## config.mk

```make
export PLATFORM = sky130hd
export DESIGN_NAME = sign_bit_packer_mean_scaler
export DESIGN_NICKNAME = d
export VERILOG_FILES = /design/src/rtl/core/sbpms_pkg.sv /design/src/rtl/core/sbpms_front.sv /design/src/rtl/core/sbpms_queue.sv /design/src/rtl/core/sbpms_div.sv /design/src/rtl/core/sbpms_back.sv /design/src/rtl/core/sign_bit_packer_mean_scaler.sv
export SDC_FILE = /design/constraint.sdc
export NUM_CORES = 2
export LEC_CHECK = 0
export BUFFER_PORTS_ARGS = -buffer_cell sky130_fd_sc_hd__buf_2
export CAP_MARGIN = 15
export CORE_MARGIN = 2
export CORE_UTILIZATION = 40
export DETAILED_ROUTE_END_ITERATION = 12
export SLEW_MARGIN = 20
export SYNTH_ARGS = -nofsm -noshare
export SYNTH_HDL_FRONTEND = slang
export SYNTH_SLANG_ARGS = --single-unit
```

## constraint.sdc

```tcl
create_clock -name i_clk -period 19.15 [get_ports i_clk]
set_input_delay 0 -clock i_clk [delete_from_list [all_inputs] [get_ports i_clk]]
set_output_delay 0 -clock i_clk [all_outputs]
set_load 0.005 [all_outputs]
```

## src/rtl/core/sbpms_pkg.sv

```systemverilog
package sbpms_pkg;

    localparam int unsigned MAX_ELEMENTS_DEF = 32'd16777216;
    localparam int          FRACTION_BITS    = 16;
    localparam int          WORD_W           = 32;

    // result kinds
    localparam logic [1:0] KIND_WORD = 2'd0;
    localparam logic [1:0] KIND_POS  = 2'd1;
    localparam logic [1:0] KIND_NEG  = 2'd2;

    // fixed scales used when scaling is off
    localparam logic [WORD_W-1:0] PLUS_ONE  = (FRACTION_BITS >= 31) ? 32'h7FFF_FFFF
                                                                    : (32'd1 << FRACTION_BITS);
    localparam logic [WORD_W-1:0] MINUS_ONE = 32'd0 - (32'd1 << FRACTION_BITS);

    // one packed word, optionally closing the tensor
    typedef struct packed {
        logic              is_end;
        logic [WORD_W-1:0] word;
    } t_word_cmd;

    function automatic int cnt_width(input int unsigned max_el);
        return $clog2(max_el + 1);
    endfunction

    // group sums: magnitude up to 2^31 per element
    function automatic int sum_width(input int unsigned max_el);
        return WORD_W - 1 + cnt_width(max_el);
    endfunction

endpackage

```

## src/rtl/core/sbpms_front.sv

```systemverilog
module sbpms_front #(
    parameter int unsigned MAX_ELEMENTS = sbpms_pkg::MAX_ELEMENTS_DEF,
    localparam int CNT_W = sbpms_pkg::cnt_width(MAX_ELEMENTS),
    localparam int SUM_W = sbpms_pkg::sum_width(MAX_ELEMENTS)
) (
    input  logic                    i_clk,
    input  logic                    i_rst_n,
    input  logic                    i_valid,
    input  logic signed [31:0]      i_sample,
    input  logic                    i_last,
    input  logic                    i_full,
    output logic                    o_push,
    output sbpms_pkg::t_word_cmd    o_cmd,
    output logic [SUM_W-1:0]        o_nn_sum,
    output logic [SUM_W-1:0]        o_ng_sum,
    output logic [CNT_W-1:0]        o_nn_cnt,
    output logic [CNT_W-1:0]        o_ng_cnt
);

    localparam logic [CNT_W:0] MAX_C = (CNT_W + 1)'(MAX_ELEMENTS);

    logic [31:0]      r_shift, n_shift;
    logic [4:0]       r_held, n_held;
    logic [SUM_W-1:0] r_nn_sum, n_nn_sum, r_ng_sum, n_ng_sum;
    logic [CNT_W-1:0] r_nn_cnt, n_nn_cnt, r_ng_cnt, n_ng_cnt;

    logic             accept, negative, positive, add_ok;
    logic [CNT_W:0]   total;
    logic [31:0]      magnitude;

    assign accept    = i_valid && !i_full;
    assign negative  = i_sample[31];
    assign positive  = !negative && (i_sample != 32'sd0);
    assign total     = {1'b0, r_nn_cnt} + {1'b0, r_ng_cnt};
    assign add_ok    = total < MAX_C;
    assign magnitude = 32'd0 - $unsigned(i_sample);

    always_comb begin
        n_shift  = {r_shift[30:0], positive};
        n_held   = r_held + 5'd1;
        n_nn_sum = r_nn_sum;
        n_ng_sum = r_ng_sum;
        n_nn_cnt = r_nn_cnt;
        n_ng_cnt = r_ng_cnt;
        if (add_ok) begin
            if (negative) begin
                n_ng_sum = r_ng_sum + SUM_W'(magnitude);
                n_ng_cnt = r_ng_cnt + CNT_W'(1);
            end else begin
                n_nn_sum = r_nn_sum + SUM_W'($unsigned(i_sample));
                n_nn_cnt = r_nn_cnt + CNT_W'(1);
            end
        end
    end

    // full word, or a partial one left-aligned at the end of the tensor
    assign o_push      = accept && ((r_held == 5'd31) || i_last);
    assign o_cmd.word  = n_shift << (5'd31 - r_held);
    assign o_cmd.is_end = i_last;
    assign o_nn_sum    = n_nn_sum;
    assign o_ng_sum    = n_ng_sum;
    assign o_nn_cnt    = n_nn_cnt;
    assign o_ng_cnt    = n_ng_cnt;

    always_ff @(posedge i_clk) begin
        if (!i_rst_n) begin
            r_shift  <= '0;
            r_held   <= '0;
            r_nn_sum <= '0;
            r_ng_sum <= '0;
            r_nn_cnt <= '0;
            r_ng_cnt <= '0;
        end else if (accept) begin
            if (i_last) begin
                r_shift  <= '0;
                r_held   <= '0;
                r_nn_sum <= '0;
                r_ng_sum <= '0;
                r_nn_cnt <= '0;
                r_ng_cnt <= '0;
            end else begin
                r_shift  <= n_shift;
                r_held   <= n_held;
                r_nn_sum <= n_nn_sum;
                r_ng_sum <= n_ng_sum;
                r_nn_cnt <= n_nn_cnt;
                r_ng_cnt <= n_ng_cnt;
            end
        end
    end

endmodule

```

## src/rtl/core/sbpms_queue.sv

```systemverilog
module sbpms_queue #(
    parameter int WIDTH = $bits(sbpms_pkg::t_word_cmd)
) (
    input  logic             i_clk,
    input  logic             i_rst_n,
    input  logic             i_push,
    input  logic [WIDTH-1:0] i_data,
    input  logic             i_pop,
    output logic [WIDTH-1:0] o_data,
    output logic             o_empty,
    output logic             o_full
);

    logic [WIDTH-1:0] r_mem [2];
    logic             r_wr_ptr, r_rd_ptr;
    logic [1:0]       r_count;

    assign o_data  = r_mem[r_rd_ptr];
    assign o_empty = (r_count == 2'd0);
    assign o_full  = (r_count == 2'd2);

    always_ff @(posedge i_clk) begin
        if (i_push) begin
            r_mem[r_wr_ptr] <= i_data;
        end
    end

    always_ff @(posedge i_clk) begin
        if (!i_rst_n) begin
            r_wr_ptr <= 1'b0;
            r_rd_ptr <= 1'b0;
            r_count  <= 2'd0;
        end else begin
            if (i_push) begin
                r_wr_ptr <= !r_wr_ptr;
            end
            if (i_pop) begin
                r_rd_ptr <= !r_rd_ptr;
            end
            unique case ({i_push, i_pop})
                2'b10:   r_count <= r_count + 2'd1;
                2'b01:   r_count <= r_count - 2'd1;
                default: r_count <= r_count;
            endcase
        end
    end

endmodule

```

## src/rtl/core/sbpms_div.sv

```systemverilog
module sbpms_div #(
    parameter int unsigned MAX_ELEMENTS = sbpms_pkg::MAX_ELEMENTS_DEF,
    localparam int CNT_W  = sbpms_pkg::cnt_width(MAX_ELEMENTS),
    localparam int SUM_W  = sbpms_pkg::sum_width(MAX_ELEMENTS),
    localparam int STEP_W = $clog2(SUM_W + 1)
) (
    input  logic             i_clk,
    input  logic             i_rst_n,
    input  logic             i_start,
    input  logic [SUM_W-1:0] i_dividend,
    input  logic [CNT_W-1:0] i_divisor,
    output logic             o_done,
    output logic [SUM_W-1:0] o_quotient
);

    logic              r_busy, r_done;
    logic [STEP_W-1:0] r_step;
    logic [SUM_W-1:0]  r_quo;
    logic [CNT_W-1:0]  r_rem, r_div;

    logic [CNT_W:0]    rem_sh, diff;
    logic              ge;

    // restoring division, one quotient bit a cycle
    assign rem_sh = {r_rem, r_quo[SUM_W-1]};
    assign ge     = rem_sh >= {1'b0, r_div};
    assign diff   = rem_sh - {1'b0, r_div};

    assign o_done     = r_done;
    assign o_quotient = r_quo;

    always_ff @(posedge i_clk) begin
        if (!i_rst_n) begin
            r_busy <= 1'b0;
            r_done <= 1'b0;
            r_step <= '0;
        end else if (i_start) begin
            r_quo  <= i_dividend;
            r_rem  <= '0;
            r_div  <= i_divisor;
            r_step <= STEP_W'(SUM_W);
            r_busy <= 1'b1;
            r_done <= 1'b0;
        end else if (r_busy) begin
            r_quo  <= {r_quo[SUM_W-2:0], ge};
            r_rem  <= ge ? diff[CNT_W-1:0] : rem_sh[CNT_W-1:0];
            r_step <= r_step - STEP_W'(1);
            if (r_step == STEP_W'(1)) begin
                r_busy <= 1'b0;
                r_done <= 1'b1;
            end
        end
    end

endmodule

```

## src/rtl/core/sbpms_back.sv

```systemverilog
module sbpms_back #(
    parameter int unsigned MAX_ELEMENTS = sbpms_pkg::MAX_ELEMENTS_DEF,
    localparam int CNT_W = sbpms_pkg::cnt_width(MAX_ELEMENTS),
    localparam int SUM_W = sbpms_pkg::sum_width(MAX_ELEMENTS)
) (
    input  logic                 i_clk,
    input  logic                 i_rst_n,
    input  logic                 i_scaling_en,
    input  logic                 i_empty,
    input  sbpms_pkg::t_word_cmd i_cmd,
    input  logic [SUM_W-1:0]     i_nn_sum,
    input  logic [SUM_W-1:0]     i_ng_sum,
    input  logic [CNT_W-1:0]     i_nn_cnt,
    input  logic [CNT_W-1:0]     i_ng_cnt,
    output logic                 o_pop,
    output logic                 o_valid,
    input  logic                 i_stall,
    output logic [1:0]           o_kind,
    output logic [31:0]          o_word,
    output logic signed [31:0]   o_scale,
    output logic                 o_empty_group,
    output logic                 o_last_result
);

    typedef enum logic [1:0] {
        S_IDLE,
        S_DIV_POS,
        S_DIV_NEG
    } t_state;

    t_state           r_state;
    logic             r_valid, r_en, r_nn_zero, r_ng_zero;
    logic [1:0]       r_kind;
    logic [31:0]      r_word, r_scale;
    logic             r_empty, r_lastr;
    logic [SUM_W-1:0] r_ng_sum;
    logic [CNT_W-1:0] r_ng_cnt;

    logic             out_free, div_start, div_done, out_load;
    logic [SUM_W-1:0] div_dividend, div_quo;
    logic [CNT_W-1:0] div_divisor;
    logic [31:0]      quo32, pos_scale, neg_scale;
    logic             pos_empty, neg_empty;

    assign out_free = !r_valid || !i_stall;
    assign o_pop    = (r_state == S_IDLE) && !i_empty && out_free;

    // output register takes a new word this cycle
    assign out_load = o_pop || (((r_state == S_DIV_POS) || (r_state == S_DIV_NEG)) &&
                                div_done && out_free);

    // nonnegative mean starts at the end word, negative mean after it is handed on
    always_comb begin
        div_start    = 1'b0;
        div_dividend = i_nn_sum;
        div_divisor  = i_nn_cnt;
        if (r_state == S_IDLE) begin
            div_start = o_pop && i_cmd.is_end;
        end else if (r_state == S_DIV_POS) begin
            div_start    = div_done && out_free;
            div_dividend = r_ng_sum;
            div_divisor  = r_ng_cnt;
        end
    end

    sbpms_div #(
        .MAX_ELEMENTS (MAX_ELEMENTS)
    ) u_div (
        .i_clk      (i_clk),
        .i_rst_n    (i_rst_n),
        .i_start    (div_start),
        .i_dividend (div_dividend),
        .i_divisor  (div_divisor),
        .o_done     (div_done),
        .o_quotient (div_quo)
    );

    assign quo32 = div_quo[31:0];

    always_comb begin
        pos_empty = 1'b0;
        neg_empty = 1'b0;
        priority if (!r_en) begin
            pos_scale = sbpms_pkg::PLUS_ONE;
        end else if (r_nn_zero) begin
            pos_scale = '0;
            pos_empty = 1'b1;
        end else begin
            pos_scale = quo32;
        end
        priority if (!r_en) begin
            neg_scale = sbpms_pkg::MINUS_ONE;
        end else if (r_ng_zero) begin
            neg_scale = '0;
            neg_empty = 1'b1;
        end else begin
            neg_scale = 32'd0 - quo32;
        end
    end

    always_ff @(posedge i_clk) begin
        if (!i_rst_n) begin
            r_state <= S_IDLE;
            r_valid <= 1'b0;
        end else begin
            if (out_load) begin
                r_valid <= 1'b1;
            end else if (!i_stall) begin
                r_valid <= 1'b0;
            end
            unique case (r_state)
                S_IDLE: begin
                    if (o_pop) begin
                        r_kind  <= sbpms_pkg::KIND_WORD;
                        r_word  <= i_cmd.word;
                        r_scale <= '0;
                        r_empty <= 1'b0;
                        r_lastr <= 1'b0;
                        if (i_cmd.is_end) begin
                            r_ng_sum  <= i_ng_sum;
                            r_ng_cnt  <= i_ng_cnt;
                            r_en      <= i_scaling_en;
                            r_nn_zero <= (i_nn_cnt == '0);
                            r_ng_zero <= (i_ng_cnt == '0);
                            r_state   <= S_DIV_POS;
                        end
                    end
                end
                S_DIV_POS: begin
                    if (div_done && out_free) begin
                        r_kind  <= sbpms_pkg::KIND_POS;
                        r_word  <= '0;
                        r_scale <= pos_scale;
                        r_empty <= pos_empty;
                        r_lastr <= 1'b0;
                        r_state <= S_DIV_NEG;
                    end
                end
                S_DIV_NEG: begin
                    if (div_done && out_free) begin
                        r_kind  <= sbpms_pkg::KIND_NEG;
                        r_word  <= '0;
                        r_scale <= neg_scale;
                        r_empty <= neg_empty;
                        r_lastr <= 1'b1;
                        r_state <= S_IDLE;
                    end
                end
                default: r_state <= S_IDLE;
            endcase
        end
    end

    assign o_valid       = r_valid;
    assign o_kind        = r_kind;
    assign o_word        = r_word;
    assign o_scale       = $signed(r_scale);
    assign o_empty_group = r_empty;
    assign o_last_result = r_lastr;

endmodule

```

## src/rtl/core/sign_bit_packer_mean_scaler.sv

```systemverilog
// channel   direction  handshake                    payload
// in        sink       i_in_valid / o_in_stall      i_sample, i_last
// out       source     o_out_valid / i_out_stall    o_kind, o_packed_word, o_scale,
//                                                   o_empty_group, o_last_result
// cfg       sink       i_cfg_valid / o_cfg_ready    i_cfg_data (scaling enable)
//
// the front takes one element a cycle while the two-entry word queue has room
// each full word, and the closing word of a tensor, is one queue entry
// a tensor end keeps the back busy for two serial divisions, nonnegative mean then
//   negative mean, and the back pops no queue entry until both are handed on
// synchronous active-low reset clears the accumulators, queue and output valid flag;
//   scaling enable resets to on
// either side may stall on its own: the queue and output register decouple them
module sign_bit_packer_mean_scaler #(
    parameter int unsigned MAX_ELEMENTS = sbpms_pkg::MAX_ELEMENTS_DEF
) (
    input  logic               i_clk,
    input  logic               i_rst_n,
    // element input
    input  logic               i_in_valid,
    output logic               o_in_stall,
    input  logic signed [31:0] i_sample,
    input  logic               i_last,
    // result output
    output logic               o_out_valid,
    input  logic               i_out_stall,
    output logic [1:0]         o_kind,
    output logic [31:0]        o_packed_word,
    output logic signed [31:0] o_scale,
    output logic               o_empty_group,
    output logic               o_last_result,
    // configuration word
    input  logic               i_cfg_valid,
    output logic               o_cfg_ready,
    input  logic               i_cfg_data
);

    localparam int CNT_W = sbpms_pkg::cnt_width(MAX_ELEMENTS);
    localparam int SUM_W = sbpms_pkg::sum_width(MAX_ELEMENTS);
    localparam int CMD_W = $bits(sbpms_pkg::t_word_cmd);
    localparam int Q_W   = CMD_W + 2 * SUM_W + 2 * CNT_W;

    logic                 r_scaling_en;

    // front to queue
    logic                 f_push;
    sbpms_pkg::t_word_cmd f_cmd;
    logic [SUM_W-1:0]     f_nn_sum, f_ng_sum;
    logic [CNT_W-1:0]     f_nn_cnt, f_ng_cnt;

    // queue to back
    logic [Q_W-1:0]       q_wdata, q_rdata;
    logic                 q_empty, q_full, q_pop;
    sbpms_pkg::t_word_cmd b_cmd;
    logic [SUM_W-1:0]     b_nn_sum, b_ng_sum;
    logic [CNT_W-1:0]     b_nn_cnt, b_ng_cnt;

    // the user must write configuration only while idle; the block has no check for it, so no hold-off
    assign o_cfg_ready = 1'b1;

    always_ff @(posedge i_clk) begin
        if (!i_rst_n) begin
            r_scaling_en <= 1'b1;
        end else if (i_cfg_valid && o_cfg_ready) begin
            r_scaling_en <= i_cfg_data;
        end
    end

    // element stalls only on a full queue
    assign o_in_stall = q_full;

    sbpms_front #(
        .MAX_ELEMENTS (MAX_ELEMENTS)
    ) u_front (
        .i_clk    (i_clk),
        .i_rst_n  (i_rst_n),
        .i_valid  (i_in_valid),
        .i_sample (i_sample),
        .i_last   (i_last),
        .i_full   (q_full),
        .o_push   (f_push),
        .o_cmd    (f_cmd),
        .o_nn_sum (f_nn_sum),
        .o_ng_sum (f_ng_sum),
        .o_nn_cnt (f_nn_cnt),
        .o_ng_cnt (f_ng_cnt)
    );

    // sums and counts ride along; the back only looks at them on the end word
    assign q_wdata = {f_cmd, f_nn_sum, f_ng_sum, f_nn_cnt, f_ng_cnt};

    sbpms_queue #(
        .WIDTH (Q_W)
    ) u_queue (
        .i_clk   (i_clk),
        .i_rst_n (i_rst_n),
        .i_push  (f_push),
        .i_data  (q_wdata),
        .i_pop   (q_pop),
        .o_data  (q_rdata),
        .o_empty (q_empty),
        .o_full  (q_full)
    );

    assign {b_cmd, b_nn_sum, b_ng_sum, b_nn_cnt, b_ng_cnt} = q_rdata;

    sbpms_back #(
        .MAX_ELEMENTS (MAX_ELEMENTS)
    ) u_back (
        .i_clk         (i_clk),
        .i_rst_n       (i_rst_n),
        .i_scaling_en  (r_scaling_en),
        .i_empty       (q_empty),
        .i_cmd         (b_cmd),
        .i_nn_sum      (b_nn_sum),
        .i_ng_sum      (b_ng_sum),
        .i_nn_cnt      (b_nn_cnt),
        .i_ng_cnt      (b_ng_cnt),
        .o_pop         (q_pop),
        .o_valid       (o_out_valid),
        .i_stall       (i_out_stall),
        .o_kind        (o_kind),
        .o_word        (o_packed_word),
        .o_scale       (o_scale),
        .o_empty_group (o_empty_group),
        .o_last_result (o_last_result)
    );

endmodule
```

; Word level (Yosys, flattened, before mapping)
; Memory sizes are Yosys's and may differ from the RTL's. A register that Yosys moved wholly into a read port is not among the register bits.
; Cells that the tools add are included.
[totals]
register_bits = 472
ramBits = 390
input_bits = 39
out_inout_bits = 71
mem_count = 1
[mem_list]
columns = memory, words, word_bits, read_ports, rd_clocked_by_memory_dff, write_ports, line_no
row1 = u_queue.r_mem, 2, 195, 1, 1, 1, sbpms_queue.sv:14  ; logic [WIDTH-1:0] r_mem [2];
[classes]
addsub = 13
order_cmp = 2
n_eq_ne = 13
shift = 1
n_mux = 66
bitwise_logic = 1
reduce_logical = 38
[op_table]
columns = op, n
row1 = 2-to-1 mux 56 bit, 10
row2 = 2-to-1 mux 32 bit, 9
row3 = 2-to-1 mux 25 bit, 10
row4 = adder 56 x 32 -> 56 bit, 2
row5 = case mux 32 bit (3 select lines), 1
row6 = case mux 32 bit (2 select lines), 1
row7 = subtractor 1 x 32 -> 32 bit (first input constant), 2
row8 = adder 25 x 1 -> 25 bit (second input constant), 2
row9 = logical NOT 25 bit, 2
row10 = nonzero test 32 bit, 1
row11 = left shift 32 x 5 -> 32 bit, 1
row12 = 2-to-1 mux 31 bit, 1
row13 = adder 25 x 25 -> 26 bit, 1
row14 = greater-or-equal comparator 26 x 25 -> 1 bit, 1
row15 = < comparator 26 x 25 -> 1 bit (second input constant), 1
row16 = subtractor 25 bit, 1
row17 = 2-to-1 mux 1 bit, 20
row18 = 2-to-1 mux 2 bit, 6
row19 = 2-to-1 mux 6 bit, 2
row20 = case mux 2 bit (3 select lines), 2
row21 = AND reduction 4 bit, 3
row22 = logical AND 1 bit, 9
row23 = logical NOT 1 bit, 7
row24 = equality test 2 bit (second input constant), 3
row25 = 21 further kinds, 36

; Depth between registers and ports, before layout
[logic_depth]
word_depth = 8
depth_mapped = 20

; Modules after synthesis
; Synthesis repeated with hierarchy kept, for this count alone.
[unflattened]
hier_cells = 3813
hier_area_um2 = 44639.1
[modules_own_cells]
columns = module, instances, cells_per_inst, area_per_inst_um2
row1 = sbpms_front, 1, 2189, 16754.8
row2 = sbpms_queue, 1, 629, 14721.6
row3 = sbpms_back, 1, 523, 7201.9
row4 = sbpms_div, 1, 467, 5915.7
row5 = sign_bit_packer_mean_scaler, 1, 5, 45.0

; Worst setup path after synthesis
; OpenSTA, ideal clock, no wires.
[synth_timing]
kind = reg2reg
start = reg u_front.r_held[2]
end = mem u_queue.r_mem[0][0] (netlist bit) (enable)
setup_time_ns = 0.754
t_arrival_ns = 9.696
path_slack_ns = 8.700
stages_incl_launch_ff = 8
cell_sequence = dfxtp_1 clkbuf_1 clkbuf_1 clkbuf_1 and3_1 ha_1 o21ai_0 nor2_1
[synth_via]
elab_chain_cells = 5
[synth_lines]
columns = item, line_no
row1 = from (decl), sbpms_front.sv:23  ; logic [4:0] r_held, n_held;
row2 = from (signal assigned), sbpms_front.sv:83  ; r_held <= n_held;
row3 = equality test 5 bit, sbpms_front.sv:57  ; assign o_push = accept && ((r_held == 5'd31) || i_last);
row4 = logical OR 1 bit, sbpms_front.sv:57
row5 = logical AND 1 bit, sbpms_front.sv:57
row6 = 2-to-1 mux 1 bit, sbpms_queue.sv:23  ; if (i_push) begin
row7 = 2-to-1 mux 1 bit (implied by the code), sbpms_queue.sv:24  ; r_mem[r_wr_ptr] <= i_data;
row8 = to (decl), sbpms_queue.sv:14
; Every way passes these cells.

; Worst setup path after layout
[layout_timing]
start = in i_sample[1]
end = mem u_queue.r_mem[0][82] (netlist bit), data pin
[layout_via]
elab_chain_cells = 4
[layout_lines]
columns = item, line_no
row1 = from (decl), sign_bit_packer_mean_scaler.sv:22  ; input logic signed [31:0] i_sample,
row2 = subtractor 1 x 32 -> 32 bit, sbpms_front.sv:36  ; assign magnitude = 32'd0 - $unsigned(i_sample);
row3 = adder 56 x 32 -> 56 bit, sbpms_front.sv:47  ; n_ng_sum = r_ng_sum + SUM_W'(magnitude);
row4 = 2-to-1 mux 56 bit, sbpms_front.sv:46  ; if (negative) begin
row5 = 2-to-1 mux 56 bit, sbpms_front.sv:45  ; if (add_ok) begin
row6 = named net f_ng_sum[32], sign_bit_packer_mean_scaler.sv:48  ; logic [SUM_W-1:0] f_nn_sum, f_ng_sum;
; The timed path passes the listed nets, and every way through them passes these cells.

==> results.json <==
{
  "status": "finished clean",
  "clock_skew_ns": 0.02404,
  "tightest_slew_ns": 1.126,
  "drive_gt1_share_pct": 11.53,
  "cts_sinks": 862,
  "port_buffers": 108,
  "start_util_pct": 40.38,
  "clock_latency_ns": 0.66,
  "min_path_type": "primary input to flop",
  "dp_hpwl_mm": 77.91,
  "cp.required_ns": 19.53,
  "synth_top_family_by_area": "compound AO/OA/AOI/OAI gates",
  "core-area_um2": 107100,
  "holdCritStartpoint": "i_sample[19]",
  "synthArstFlopShare_pct": 0,
  "wire_per_inst_um": 20.73,
  "synthMuxAreaShare_pct": 6.313,
  "syn_nets": 4175,
  "synth_xor_area_share_pct": 4.235,
  "reg2reg_to": "u_queue.r_mem[1][52]$_DFFE_PP_",
  "fin_crit_ns": 4.772,
  "most-common-layout-cells": "edfxtp_1, nand2_1, nor2_1",
  "reg2regPathDepth": 7,
  "cts_buffers": 93,
  "synth_compound_area_share_pct": 14.62,
  "synth_ff_type": "edfxtp_1",
  "synthTopCellsByArea": "edfxtp_1, dfxtp_1, nand2_1, ha_1, o21ai_0",
  "holdWs_ns": 0.08366,
  "instances_no_fill": 5535,
  "die_w_um": 332.7,
  "critPathMostFrequentCell": "nor2_1",
  "place_ws_ns": 14.07,
  "min_to": "u_front.r_nn_sum[19]$_SDFFE_PN0P_",
  "num_vias": 30990,
  "viasPerCell": 5.599,
  "ant_nets": 0,
  "crit_path_end_kind": "flop",
  "vdd_ir_drop_max_uv": 77.55,
  "place_inst": 5344,
  "grt_first_pass_wirelength_mm": 175.8,
  "crit_fanout": 11,
  "nets": 4218,
  "cp_data_arrival_time_ns": 5.16,
  "area.growth.synth_to_final_pct": 12.22,
  "grt_start_max_net_pins": 120,
  "path_clk_slew_ns": 0.06,
  "critPathLaunchType": "primary input",
  "postCtsResizedCells": 0,
  "drc": 0,
  "die-height_um": 332.7,
  "synth_edf_count": 647,
  "layout_commonest_cell": "edfxtp_1",
  "synth-seq-cells": 862,
  "die_area_um2": 110700,
  "period_share_pct": 24.92,
  "yosysUniqueCellTypes": 94,
  "worst_slack_ns": 14.38,
  "synth_area_per_cell_um2": 10.80,
  "firstDrtPassIters": 5,
  "ys_warn_count": 0,
  "synth_seq_area_share_pct": 54.90,
  "final.setup.tns_ns": 0,
  "postPlaceCellArea_um2": 45150,
  "finalSetupViolCount": 0,
  "root_buffer": "clkbuf_16",
  "power_density_nw_per_um2": 114.6,
  "grt_use_total_pct": 20.30,
  "relSlewSlack_pct": 24.15,
  "maxSlewViolCount": 0,
  "worstHoldPathCells": 4,
  "grt_pass1_vias": 29080,
  "cts.path.max_buffers": 3,
  "synthSimpleGateAreaFrac_pct": 13.36,
  "critical_path.max_stage_delay_ns": 0.64,
  "netlist.area_leader.share_pct": 44.95,
  "power_mw": 5.560,
  "synth_area_um2": 43230,
  "initialDrtViolationCount": 2485,
  "grt_overflow": 0,
  "crit_slowest_cell": "nor2_1",
  "crit_family": "simple AND/OR/NAND/NOR gates",
  "path_buf_inv": 3,
  "rsz0062_at_grt": "no",
  "r2r_start": "u_front.r_held[1]$_SDFFE_PN0P_",
  "regToRegSetupSlack_ns": 14.65,
  "final_cell_area_um2": 48510,
  "pin_count": 110,
  "gp_congestion": 0.8851,
  "fmax_mhz": 209.5,
  "rows": 120,
  "tritoncts": "done",
  "drv_cap": 0,
  "antenna_found_initial": 5,
  "crit_chain": "dlygate4sd3_1 -> buf_2 -> inv_1 -> and3_1 -> nand2b_1 -> nor4_1 -> nand2_1 -> nor2_1 -> nand3_1 -> nor4_1 -> xnor2_1 -> ha_1 -> a21oi_1 -> nor2_1 -> nor2_1 -> o41ai_1 -> a2111oi_0 -> o21bai_1 -> nor2_1 -> nor2_1 -> xor2_1",
  "htreeDepth": 3,
  "synth_cells": 4003,
  "setup.worst_path.class": "primary input to flop",
  "postLayoutCoreUtil_pct": 45.31,
  "nFillCells": 9873,
  "yosysTopAreaCell": "edfxtp_1",
  "p_leak_nw": 17.80,
  "routed_wl_mm": 114.7,
  "synthAdderAreaFrac_pct": 3.902,
  "hold_viol": 0
}
[cell families after synthesis]
| kind of cell | after synthesis |
|---|---|
| AND/OR/NAND/NOR | 1237 |
| other | 1 |
| adder cells (fa/ha/maj) | 133 |
| XOR/XNOR | 209 |
| multiplexers | 252 |
| flip-flops | 862 |
| buffers and inverters | 300 |
| AO/OA/AOI/OAI | 1009 |
[worst min-delay path: stages]
cell and delay (ns):
buf_2 0.16, ha_1 0.26, xnor2_1 0.16, a22o_1 0.13
[where the power goes]
| part | switching, mW | internal (mW) | leakage (nW) |
|---|---|---|---|
| registers | 0.114 | 2.34 | 7.81 |
| logic | 0.802 | 0.421 | 8.42 |
| clock network | 0.751 | 1.13 | 1.57 |
[layer usage]
metal  up-vias  track usage (%)  part of all wire, %
met5         -                0                    0
met4         0            5.083                  1.7
met3       126            2.297                  5.4
met2       856            30.68                   44
met1     15090            30.91                   49
li1      14920                -                    -
[cells in the mapped netlist, types with 20 or more instances]
master,instances
a211oi_1,23
a21o_1,57
a21oi_1,288
a22o_1,61
a31oi_1,51
and2_1,28
and3_1,106
buf_1,25
clkbuf_1,186
dfxtp_1,215
edfxtp_1,647
ha_1,130
inv_1,80
mux2_2,105
mux2i_1,141
nand2_1,438
nand3_1,90
nand4_1,36
nor2_1,314
nor2b_1,29
nor3_1,68
nor4_1,29
o211ai_1,37
o21a_1,20
o21ai_0,305
o31ai_1,30
or3_1,31
xnor2_1,136
xor2_1,73
[sequential cells by signal, summed over array words and instances (netlist names), 5 cells and up, named ones only]
name	flops
u_front.r_shift	31
u_front.r_held	5
u_back.r_ng_sum	56
u_back.o_scale	32
u_front.r_ng_sum	56
u_back.u_div.o_quotient	56
u_queue.r_mem	390
u_back.u_div.r_rem	25
u_front.r_nn_sum	56
u_front.r_ng_cnt	25
u_front.r_nn_cnt	25
u_back.u_div.r_step	6
u_back.o_word	32
u_back.u_div.r_div	25
u_back.r_ng_cnt	25
[worst max path at each step]
stage | to | depth (start not counted) | slack (ns) | startpoint
after floorplan | u_queue.r_mem[0][0]$_DFFE_PP_ | 7 | 8.70 | u_front.r_held[2]$_SDFFE_PN0P_
after global routing | u_queue.r_mem[1][94]$_DFFE_PP_ | 21 | 13.87 | i_sample[1]
after global placement | u_queue.r_mem[0][94]$_DFFE_PP_ | 20 | 14.01 | i_sample[3]
final | u_queue.r_mem[0][82]$_DFFE_PP_ | 21 | 14.38 | i_sample[1]
after detailed placement | u_queue.r_mem[0][94]$_DFFE_PP_ | 20 | 14.07 | i_sample[3]
after CTS | u_queue.r_mem[0][94]$_DFFE_PP_ | 21 | 14.48 | i_sample[1]
[final cells by class]
type                       instances  area, µm²  share of cell area, %
sequential                       862      23740                  48.94
multi-input combinational       2841      18440                  38.02
clock buffer                     128       2643                  5.448
tap                             1403       1755                  3.619
timing repair buffer             167       1021                  2.105
clock inverter                    48      588.1                  1.212
inverter                          81      305.3                 0.6294
antenna                            5      12.51                0.02579
[what timing repair did]
action	CTS	global route
buffers inserted	0	0
endpoints found under the hold margin	23	0
hold buffers	10	0
endpoints found under the setup margin	0	0
Power figures use the tool's default switching activity.
